--- src/assert_macros.svh ---
// Assertion macros for the ring interference pixel block.
// Users include this file and provide clk_i and rst_ni in scope.
`ifndef ASSERT_MACROS_SVH
`define ASSERT_MACROS_SVH

// Check a property at every clock edge outside reset.
`define RIP_ASSERT(name, prop, msg) \
  name: assert property (@(posedge clk_i) disable iff (!rst_ni) (prop)) else $error(msg);

// Check that a condition in one cycle implies another in the next cycle.
`define RIP_ASSERT_NEXT(name, ante, cons, msg) \
  name: assert property (@(posedge clk_i) disable iff (!rst_ni) (ante) |=> (cons)) \
    else $error(msg);

`endif

--- src/rip_pkg.sv ---
// Shared widths, codes and types for the ring interference pixel block.
// No dependencies.
`timescale 1ns / 1ps

package rip_pkg;

  // Port field widths
  localparam int COL_W  = 10;
  localparam int ROW_W  = 9;
  localparam int OFFX_W = 10;
  localparam int OFFY_W = 9;
  localparam int PIX_W  = 8;
  localparam int CFG_W  = 10;

  // Signed distance to a ring centre and its magnitude
  localparam int DIFF_W = 12;
  localparam int MAG_W  = 11;

  // Squared radius, integer root and partial remainder
  localparam int RAD_W  = 2 * MAG_W;
  localparam int ROOT_W = MAG_W;
  localparam int REM_W  = ROOT_W + 2;

  // Reciprocal multiply for division of the root by the ring width (up to 8 bits)
  localparam int RECIP_SHIFT = ROOT_W + 8;
  localparam int RECIP_W     = RECIP_SHIFT + 1;

  // Ring datapath stages: magnitude, square, sum, one per root bit, quotient
  localparam int RING_STG = ROOT_W + 4;

  // Output intensities
  localparam logic [PIX_W-1:0] PIX_ON  = 8'hFF;
  localparam logic [PIX_W-1:0] PIX_OFF = 8'h00;

  // Configuration register indexes
  localparam logic CFG_OFFSET_X = 1'b0;
  localparam logic CFG_OFFSET_Y = 1'b1;

  // State handed from one root cell to the next
  typedef struct packed {
    logic [RAD_W-1:0]  rad;
    logic [REM_W-1:0]  rem;
    logic [ROOT_W-1:0] root;
  } root_step_t;

endpackage

--- src/rip_root_cell.sv ---
// One digit cell of the integer square root chain: resolves one root bit.
// Depends on rip_pkg.
`timescale 1ns / 1ps

module rip_root_cell import rip_pkg::*; (
  input  logic       clk_i,
  input  logic       en_i,
  input  root_step_t step_i,
  output root_step_t step_o
);

  logic [REM_W-1:0] rem_sh;
  logic [REM_W-1:0] trial;
  root_step_t       step_d;
  root_step_t       step_q;

  // Bring down the next radicand bit pair and try a one bit
  assign rem_sh = {step_i.rem[REM_W-3:0], step_i.rad[RAD_W-1 -: 2]};
  assign trial  = {step_i.root, 2'b01};

  always_comb begin
    step_d.rad = {step_i.rad[RAD_W-3:0], 2'b00};
    if (rem_sh >= trial) begin
      step_d.rem  = rem_sh - trial;
      step_d.root = {step_i.root[ROOT_W-2:0], 1'b1};
    end else begin
      step_d.rem  = rem_sh;
      step_d.root = {step_i.root[ROOT_W-2:0], 1'b0};
    end
  end

  // Hand the partial result to the next cell
  always_ff @(posedge clk_i) begin
    if (en_i) begin
      step_q <= step_d;
    end
  end

  assign step_o = step_q;

endmodule

--- src/rip_ring.sv ---
// One ring set: distance to the centre, squared radius, root cell chain and
// ring parity. Depends on rip_pkg and rip_root_cell.
`timescale 1ns / 1ps

module rip_ring import rip_pkg::*; #(
  parameter int RING_WIDTH   = 15,
  parameter int FRAME_WIDTH  = 640,
  parameter int FRAME_HEIGHT = 480
) (
  input  logic                clk_i,
  input  logic [RING_STG-1:0] en_i,
  input  logic [COL_W-1:0]    column_i,
  input  logic [ROW_W-1:0]    row_i,
  input  logic [OFFX_W-1:0]   offset_x_i,
  input  logic [OFFY_W-1:0]   offset_y_i,
  output logic                ring_bit_o
);

  localparam logic [DIFF_W-1:0] CX = DIFF_W'(FRAME_WIDTH / 2 - 1);
  localparam logic [DIFF_W-1:0] CY = DIFF_W'(FRAME_HEIGHT / 2 - 1);
  localparam int unsigned RECIP_INT =
    ((32'd1 << RECIP_SHIFT) + RING_WIDTH - 1) / RING_WIDTH;
  localparam logic [RECIP_W-1:0] RECIP = RECIP_W'(RECIP_INT);
  localparam int CELL0 = 3;

  logic [DIFF_W-1:0]         dx;
  logic [DIFF_W-1:0]         dy;
  logic [DIFF_W-1:0]         dx_abs;
  logic [DIFF_W-1:0]         dy_abs;
  logic [MAG_W-1:0]          mag_x_q;
  logic [MAG_W-1:0]          mag_y_q;
  logic [RAD_W-1:0]          sq_x_q;
  logic [RAD_W-1:0]          sq_y_q;
  logic [RAD_W-1:0]          sum;
  root_step_t                chain [ROOT_W+1];
  root_step_t                head_d;
  root_step_t                head_q;
  logic [ROOT_W+RECIP_W-1:0] quot;
  logic                      ring_bit_q;

  // Signed offsets from the centre, wrapped to the datapath width
  assign dx = {{(DIFF_W-COL_W){1'b0}}, column_i}
            + {{(DIFF_W-OFFX_W){offset_x_i[OFFX_W-1]}}, offset_x_i} - CX;
  assign dy = {{(DIFF_W-ROW_W){1'b0}}, row_i}
            + {{(DIFF_W-OFFY_W){offset_y_i[OFFY_W-1]}}, offset_y_i} - CY;
  assign dx_abs = dx[DIFF_W-1] ? (~dx + 1'b1) : dx;
  assign dy_abs = dy[DIFF_W-1] ? (~dy + 1'b1) : dy;

  // Stage 0: hold magnitudes
  always_ff @(posedge clk_i) begin
    if (en_i[0]) begin
      mag_x_q <= dx_abs[MAG_W-1:0];
      mag_y_q <= dy_abs[MAG_W-1:0];
    end
  end

  // Stage 1: square each axis
  always_ff @(posedge clk_i) begin
    if (en_i[1]) begin
      sq_x_q <= mag_x_q * mag_x_q;
      sq_y_q <= mag_y_q * mag_y_q;
    end
  end

  // Stage 2: sum of squares seeds the root chain (always fits the radicand width)
  assign sum         = sq_x_q + sq_y_q;
  assign head_d.rad  = sum;
  assign head_d.rem  = '0;
  assign head_d.root = '0;

  always_ff @(posedge clk_i) begin
    if (en_i[2]) begin
      head_q <= head_d;
    end
  end

  assign chain[0] = head_q;

  // Root chain, one bit per cell from the top
  for (genvar i = 0; i < ROOT_W; i++) begin : g_cell
    rip_root_cell u_cell (
      .clk_i  (clk_i),
      .en_i   (en_i[CELL0+i]),
      .step_i (chain[i]),
      .step_o (chain[i+1])
    );
  end

  // Last stage: quotient by ring width, even quotient sets the ring bit
  assign quot = chain[ROOT_W].root * RECIP;

  always_ff @(posedge clk_i) begin
    if (en_i[RING_STG-1]) begin
      ring_bit_q <= ~quot[RECIP_SHIFT];
    end
  end

  assign ring_bit_o = ring_bit_q;

endmodule

--- src/ring_interference_pixel.sv ---
// Ring interference pixel generator: top level with handshake, offset
// registers and two ring datapaths. Depends on rip_pkg, rip_ring, assert_macros.svh.
`timescale 1ns / 1ps
`include "assert_macros.svh"

// Each transferred pixel position yields one intensity, passing through one
// stage each for distance, square, sum of squares and division by the ring
// width, eleven root cells (one per root bit) and the output register. A new
// position may be transferred every cycle unless the output stalls with every
// stage full. When the output stalls, the pipeline squeezes out empty stages
// first, so positions keep coming in until every stage is full. Offsets are
// written through the configuration port, index 0 for the horizontal and 1
// for the vertical one; write them only while no pixel is in flight.
module ring_interference_pixel import rip_pkg::*; #(
  parameter int RING_WIDTH   = 15,
  parameter int FRAME_WIDTH  = 640,
  parameter int FRAME_HEIGHT = 480
) (
  input  logic              clk_i,
  input  logic              rst_ni,
  input  logic              in_valid_i,
  output logic              in_ready_o,
  input  logic [COL_W-1:0]  column_i,
  input  logic [ROW_W-1:0]  row_i,
  output logic              out_valid_o,
  input  logic              out_ready_i,
  output logic [PIX_W-1:0]  pixel_value_o,
  input  logic              cfg_we_i,
  input  logic              cfg_index_i,
  input  logic [CFG_W-1:0]  cfg_data_i
);

  localparam int LAT = RING_STG + 1;

  logic [OFFX_W-1:0] offset_x_q;
  logic [OFFY_W-1:0] offset_y_q;
  logic [LAT-1:0]    valid_q;
  logic [LAT-1:0]    valid_d;
  logic [LAT-1:0]    adv;
  logic              ring_a;
  logic              ring_b;
  logic [PIX_W-1:0]  pixel_q;

  // Offset registers
  always_ff @(posedge clk_i or negedge rst_ni) begin
    if (!rst_ni) begin
      offset_x_q <= '0;
      offset_y_q <= '0;
    end else if (cfg_we_i) begin
      case (cfg_index_i)
        CFG_OFFSET_X: offset_x_q <= cfg_data_i[OFFX_W-1:0];
        CFG_OFFSET_Y: offset_y_q <= cfg_data_i[OFFY_W-1:0];
        default: ;
      endcase
    end
  end

  // Advance a stage when it is empty or the stage after it advances
  always_comb begin
    adv[LAT-1] = !valid_q[LAT-1] || out_ready_i;
    for (int k = LAT - 2; k >= 0; k--) begin
      adv[k] = !valid_q[k] || adv[k+1];
    end
  end

  always_comb begin
    valid_d[0] = adv[0] ? in_valid_i : valid_q[0];
    for (int k = 1; k < LAT; k++) begin
      valid_d[k] = adv[k] ? valid_q[k-1] : valid_q[k];
    end
  end

  always_ff @(posedge clk_i or negedge rst_ni) begin
    if (!rst_ni) begin
      valid_q <= '0;
    end else begin
      valid_q <= valid_d;
    end
  end

  // Ring set around the frame centre
  rip_ring #(
    .RING_WIDTH   (RING_WIDTH),
    .FRAME_WIDTH  (FRAME_WIDTH),
    .FRAME_HEIGHT (FRAME_HEIGHT)
  ) u_ring_a (
    .clk_i      (clk_i),
    .en_i       (adv[RING_STG-1:0]),
    .column_i   (column_i),
    .row_i      (row_i),
    .offset_x_i ('0),
    .offset_y_i ('0),
    .ring_bit_o (ring_a)
  );

  // Ring set shifted by the configured offsets
  rip_ring #(
    .RING_WIDTH   (RING_WIDTH),
    .FRAME_WIDTH  (FRAME_WIDTH),
    .FRAME_HEIGHT (FRAME_HEIGHT)
  ) u_ring_b (
    .clk_i      (clk_i),
    .en_i       (adv[RING_STG-1:0]),
    .column_i   (column_i),
    .row_i      (row_i),
    .offset_x_i (offset_x_q),
    .offset_y_i (offset_y_q),
    .ring_bit_o (ring_b)
  );

  // Output register: lit only where both ring bits are set
  always_ff @(posedge clk_i) begin
    if (adv[LAT-1]) begin
      pixel_q <= (ring_a && ring_b) ? PIX_ON : PIX_OFF;
    end
  end

  assign in_ready_o    = adv[0];
  assign out_valid_o   = valid_q[LAT-1];
  assign pixel_value_o = pixel_q;

  `RIP_ASSERT(a_pix_levels, !out_valid_o || pixel_value_o == PIX_ON || pixel_value_o == PIX_OFF, "pixel value is neither on nor off")
  `RIP_ASSERT_NEXT(a_accept_fills, in_valid_i && in_ready_o, valid_q[0], "transferred position lost at first stage")
  `RIP_ASSERT(a_no_block, !out_ready_i || in_ready_o, "input blocked while output drains")

endmodule
--- config.mk ---
export PLATFORM = sky130hd
export DESIGN_NAME = ring_interference_pixel
export DESIGN_NICKNAME = d
export VERILOG_FILES = /design/src/rip_pkg.sv /design/src/rip_root_cell.sv /design/src/rip_ring.sv /design/src/ring_interference_pixel.sv
export VERILOG_INCLUDE_DIRS = /design/src /design/src/src
export SDC_FILE = /design/constraint.sdc
export NUM_CORES = 2
export LEC_CHECK = 0
export ABC_CLOCK_PERIOD_IN_PS = 6900
export BUFFER_PORTS_ARGS = -buffer_cell sky130_fd_sc_hd__buf_2
export CAP_MARGIN = 0
export CORE_MARGIN = 2
export CORE_UTILIZATION = 31
export CTS_CLUSTER_DIAMETER = 40
export DETAILED_ROUTE_END_ITERATION = 16
export SYNTH_ARGS = -nofsm -noshare
export SYNTH_HDL_FRONTEND = slang
export SYNTH_SLANG_ARGS = --single-unit
--- constraint.sdc ---
create_clock -name clk_i -period 6.9 [get_ports clk_i]
set_input_delay 0.69 -clock clk_i [delete_from_list [all_inputs] [get_ports clk_i]]
set_output_delay 0.69 -clock clk_i [all_outputs]
set_load 0.01 [all_outputs]
## After elaboration in Yosys (flattened, before gate mapping)

Cells that the tools add are included.

- Register bits: 887
- Output and inout port bits: 10
- Input port bits: 35
- Logic and storage cells: 224

- Bitwise gates (word level): 7
- $mul: 6
- Order comparisons: 22
- Mux-type cells: 27
- Reduce and logical (&&, ||, !) cells: 35
- $add $sub $neg: 32

Operators with widths:

| kind | number |
|---|---|
| 2-to-1 mux 22 bit | 18 |
| greater-or-equal comparator 13 bit | 20 |
| subtractor 11 bit | 18 |
| multiplier 11 x 11 -> 22 bit | 4 |
| adder 11 x 1 -> 11 bit (second input constant) | 4 |
| adder 22 bit | 2 |
| 2-to-1 mux 11 bit | 4 |
| NOT 11 bit | 4 |
| multiplier 11 x 16 -> 20 bit (second input constant) | 2 |
| 2-to-1 mux 13 bit | 2 |
| logical NOT 1 bit | 16 |
| logical OR 1 bit | 16 |
| adder 11 x 10 -> 12 bit | 1 |
| subtractor 12 x 8 -> 12 bit (second input constant) | 1 |
| subtractor 12 x 9 -> 12 bit (second input constant) | 1 |
| adder 10 x 9 -> 11 bit | 1 |
| subtractor 10 x 9 -> 11 bit (second input constant) | 1 |
| subtractor 9 x 8 -> 10 bit (second input constant) | 1 |
| 2-to-1 mux 8 bit | 1 |
| subtractor 2 x 1 -> 3 bit (second input constant) | 2 |
| greater-or-equal comparator 2 x 1 -> 1 bit (second input constant) | 2 |
| AND reduction 2 bit | 2 |
| NOT 1 bit | 3 |
| 2-to-1 mux 1 bit | 2 |
| logical AND 1 bit | 1 |

## Longest topological paths before layout

- Depth in word-level cells: 17
- Gate-level depth with buffers: 23
- Gate-level depth less buffers: 22

## By module

Synthesis repeated with hierarchy kept, for this count alone.

- Cells, all modules: 6248
- Area total of the unflattened synthesis: 73002.5 µm²

By module, submodules not included:

| module | instances | cells an instance | area each (µm²) | seq. area each (µm²) |
|---|---|---|---|---|
| rip_root_cell | 22 | 164 | 2123.3 | 1321.3 |
| rip_ring at u_ring_b | 1 | 1268 | 12423.2 | 2612.5 |
| rip_ring at u_ring_a | 1 | 1263 | 12385.6 | 2612.5 |
| ring_interference_pixel | 1 | 109 | 1481.4 | 905.9 |

## Worst setup path after synthesis

OpenSTA, ideal clock, no wires.

- Path kind: input to register
- Start point: input out_ready_i
- End point: register u_ring_a.sq_x_q[0] (enable)
- Required time: 6.461 ns
- Cell stages on the path: 9
- Arrival time: 5.344 ns
- Buffers on the path: 0
- Path slack: 1.118 ns
- Library setup time: 0.439 ns
- Path through: nor2b_1 > nand2_1 > nor2_1 > and2_1 > inv_1 > nor3_1 > nand3_1 > nor2_1 > inv_1

- Word-level cells in the longest chain between the ends: 15

RTL lines:

| what | line | source |
|---|---|---|
| start: declaration | ring_interference_pixel.sv:26 | `input logic out_ready_i,` |
| logical OR 1 bit | ring_interference_pixel.sv:60 | `adv[LAT-1] = !valid_q[LAT-1] \|\| out_ready_i;` |
| logical OR 1 bit | ring_interference_pixel.sv:62 | `adv[k] = !valid_q[k] \|\| adv[k+1];` |
| via adv[14] | ring_interference_pixel.sv:39 | `logic [LAT-1:0] adv;` |
| logical OR 1 bit (4 in a row) | ring_interference_pixel.sv:62 |  |
| via adv[10] | ring_interference_pixel.sv:39 |  |
| logical OR 1 bit (8 in a row) | ring_interference_pixel.sv:62 |  |
| via adv[2] | ring_interference_pixel.sv:39 |  |
| logical OR 1 bit | ring_interference_pixel.sv:62 |  |
| via adv[1] | ring_interference_pixel.sv:39 |  |
| end signal: assignment | rip_ring.sv:60 | `sq_x_q <= mag_x_q * mag_x_q;` |
| end: declaration | rip_ring.sv:32 | `logic [RAD_W-1:0] sq_x_q;` |

The timed path passes the listed nets, and every way through them passes these cells.
A chain may end at the register's enable or synchronous reset.

## Final worst setup path

- Start point: register u_ring_b.mag_x_q[2]
- End point: register u_ring_b.sq_x_q[21], data pin

- Word-level cells in the longest chain between the ends: 1

RTL lines:

| what | line | source |
|---|---|---|
| start: declaration | rip_ring.sv:30 | `logic [MAG_W-1:0] mag_x_q;` |
| start signal: assignment | rip_ring.sv:52 | `mag_x_q <= dx_abs[MAG_W-1:0];` |
| multiplier 11 x 11 -> 22 bit | rip_ring.sv:60 |  |
| end signal: assignment | rip_ring.sv:60 |  |
| end: declaration | rip_ring.sv:32 |  |

Every way passes these cells.

==> flow_summary.yaml <==
critical_path:
  reg2reg_slack_ps: 1000
  startpoint_type: "flip-flop"
  path_class: "flip-flop to flip-flop"
  worstSetupEndpointType: "flip-flop"
  slowest_stage: "edfxtp_1"
  required_ps: 7330
  path_cells: "nand2_1, fa_1, inv_1, fa_1, inv_1, fa_1, inv_1, fa_1, inv_1, fa_1, inv_1, ha_1, a21o_1, a21o_1, a21oi_1, o21ai_0, a31oi_1, o21ai_0, a31o_2, a21oi_1, xnor2_1"
  crit_fanout: 13
  critical_path_arrival_ps: 6340
  critPathMaxStageDelay_ps: 590
final_layout:
  layout-drive-gt1-share: 0.07646
  mostFrequentLayoutCells: "731 x inv_1, 729 x edfxtp_1, 500 x ha_1"
  stdcell_area_um2: 55830
  mostFrequentLayoutCell: "inv_1"
  syn2layout_area_growth_pct: 12.37
  nets: 5211
run:
  drv_cap: 0
synth:
  synth_cells: 4306
  synth_seq_cells: 764
  synth-edff-count: 729
  ys_types: 83
  yosysWarnings: 0
  syn-mean-instance-area_um2: 11.54
  synth_ff_type: "edfxtp_1"
  syn-cell-area_um2: 49680
  seq_area_frac_synth: 0.4583
  async_reset_ff_frac: 0.04581
clock_network:
  clk_latency_ps: 700
  cts.sinks: 764
  clk_path_buf_depth: 3
  clock-root-buffer: "clkbuf_16"
  cts_made_buffers: 101
  cts-htree-levels: 3
  postCtsSetupBuffers: 0
  cts_hold_repair.buffers: 0
  tritoncts: "built"
  path_clk_slew_ps: 50
  ctsResizeCount: 0
drt:
  firstDrtPassIters: 7
  routed_wl_um: 81240
  drt_iter0_drc: 1368
  antenna_left: 0
  wl_per_cell_um: 12.38
  vias_per_cell: 4.465
  route.vias.total: 29290
  drcViolationCount: 0
timing:
  drv_slew: 0
  min_period_ps: 5903
  rsz0062_at_grt: "false"
  setup_tns_ps: 0
  finalHoldWorstSlack_ps: 169.9
  slew_headroom: 0.1692
  setup_viol: 0
  max_slew.worst_pin.slew_ps: 1236
  finalCritPeriodShare: 0.8555
  hold_viol: 0
  fmax_mhz: 169.4
  fin_skew_ps: 59.35
global_routing:
  grt_max_degree: 80
  grt_usage: 0.1022
  grt_pass1_wl_um: 140500
  grt_antenna_before_repair: 2
  grt_pass1_vias: 29960
  grt_overflow: 0
floorplanning:
  core_area_um2: 158700
  rows: 146
  ios: 45
  start_util: 0.3130
  die_h_um: 404.3
  dieArea_um2: 163500
  die_x_um: 404.3
hold_path:
  hp-class: "input port to async pin"
place:
  placed_cell_area_um2: 52320
  dp_hpwl_um: 63420
  portBuffers: 44
  place.gp.congestion: 0.8326
outcome:
  status: "completed"
-- worst max-delay path: cells and delay by family, from the launching register on --
family                     cells  cell delay [ps]
DFF                            1              590
and+or+nand+nor                1              140
xor gates and xnor gates       1               80
adders and majority gates      6             2930
buffers and inverters          5              290
AOI/OAI and AO/OA              8             1640
-- path summary, 6_finish.rpt --
path                                startpoint                              endpoint  cells after the start
min in group clk_i               cfg_data_i[9]                         offset_x_q[9]                      3
setup / recovery           u_ring_b.mag_x_q[2]                   u_ring_b.sq_x_q[21]                     21
max in group asynchronous               rst_ni                           valid_q[14]                      1
hold reg to reg            u_ring_a.chain[548]  u_ring_a.g_cell[0].u_cell.step_o[44]                      0
hold / removal                          rst_ni                         offset_y_q[2]                      1
setup reg to reg           u_ring_b.mag_x_q[2]                   u_ring_b.sq_x_q[21]                     21
-- layout make-up --
class,count,area [um2]
sequential,764,22770
clock buffer,114,2681
clock inverter,78,820.8
inverter,737,2768
antenna,2,5.005
tap,2072,2592
multi-input combinational,2735,23870
timing repair buffer,58,325.3
fill,15410,102900
-- through the flow --
stage,setup WS [ps],cells,util
2_1_floorplan,1118,4314,-
5_1_grt,577.6,6558,0.3517
3_3_place_gp,1033,6366,0.3296
6_report,997.2,6560,0.3517
3_5_place_dp,1003,6366,0.3296
4_1_cts,1031,6558,0.3517
-- cells by family after synthesis --
logic type               count (synthesis)  synth area share
AO/OA/AOI/OAI                          606           0.08016
other                                    1        0.00007548
multiplexers                            55           0.01206
flip-flops                             764            0.4583
buffers and inverters                  815           0.06246
XOR/XNOR                               286           0.05080
adder cells (fa/ha/maj)                779            0.2383
AND/OR/NAND/NOR                       1000           0.09784
-- Yosys cell counts (63+ instances only) --
master,n,area share
nor3_1,63,0.0063
nor2_1,239,0.018
fa_1,279,0.11
edfxtp_1,729,0.44
and2_1,121,0.015
o21ai_0,136,0.014
a21oi_1,160,0.016
xor2_1,95,0.017
inv_1,736,0.056
ha_1,500,0.13
nand2_1,292,0.022
xnor2_1,190,0.033
-- registers in the layout, indices dropped and copies added (netlist names), 9 cells and up --
register                       count
u_ring_b.sq_x_q                   21
u_ring_a.sq_x_q                   21
u_ring_b.g_cell.u_cell.step_o    277
u_ring_a.g_cell.u_cell.step_o    277
valid_q                           16
u_ring_b.sq_y_q                   21
offset_y_q                         9
u_ring_a.sq_y_q                   21
u_ring_b.mag_x_q                  11
u_ring_a.mag_y_q                  11
u_ring_b.chain                    22
u_ring_b.mag_y_q                  11
u_ring_a.mag_x_q                  11
u_ring_a.chain                    22
offset_x_q                        10
-- metal layers --
metal / wire [um] / vias up / share of wire / global-route usage
met5: 13 / - / 0.00016 / 0
met4: 1874 / 2 / 0.023 / 0.02985
met3: 3062 / 130 / 0.038 / 0.02067
met2: 37670 / 377 / 0.46 / 0.1698
met1: 38620 / 13950 / 0.48 / 0.1344
li1: - / 14830 / - / -
Power is left out: the tool's default activity adds up to more than one toggle a clock period on the data nets, which glitch-free logic cannot reach.
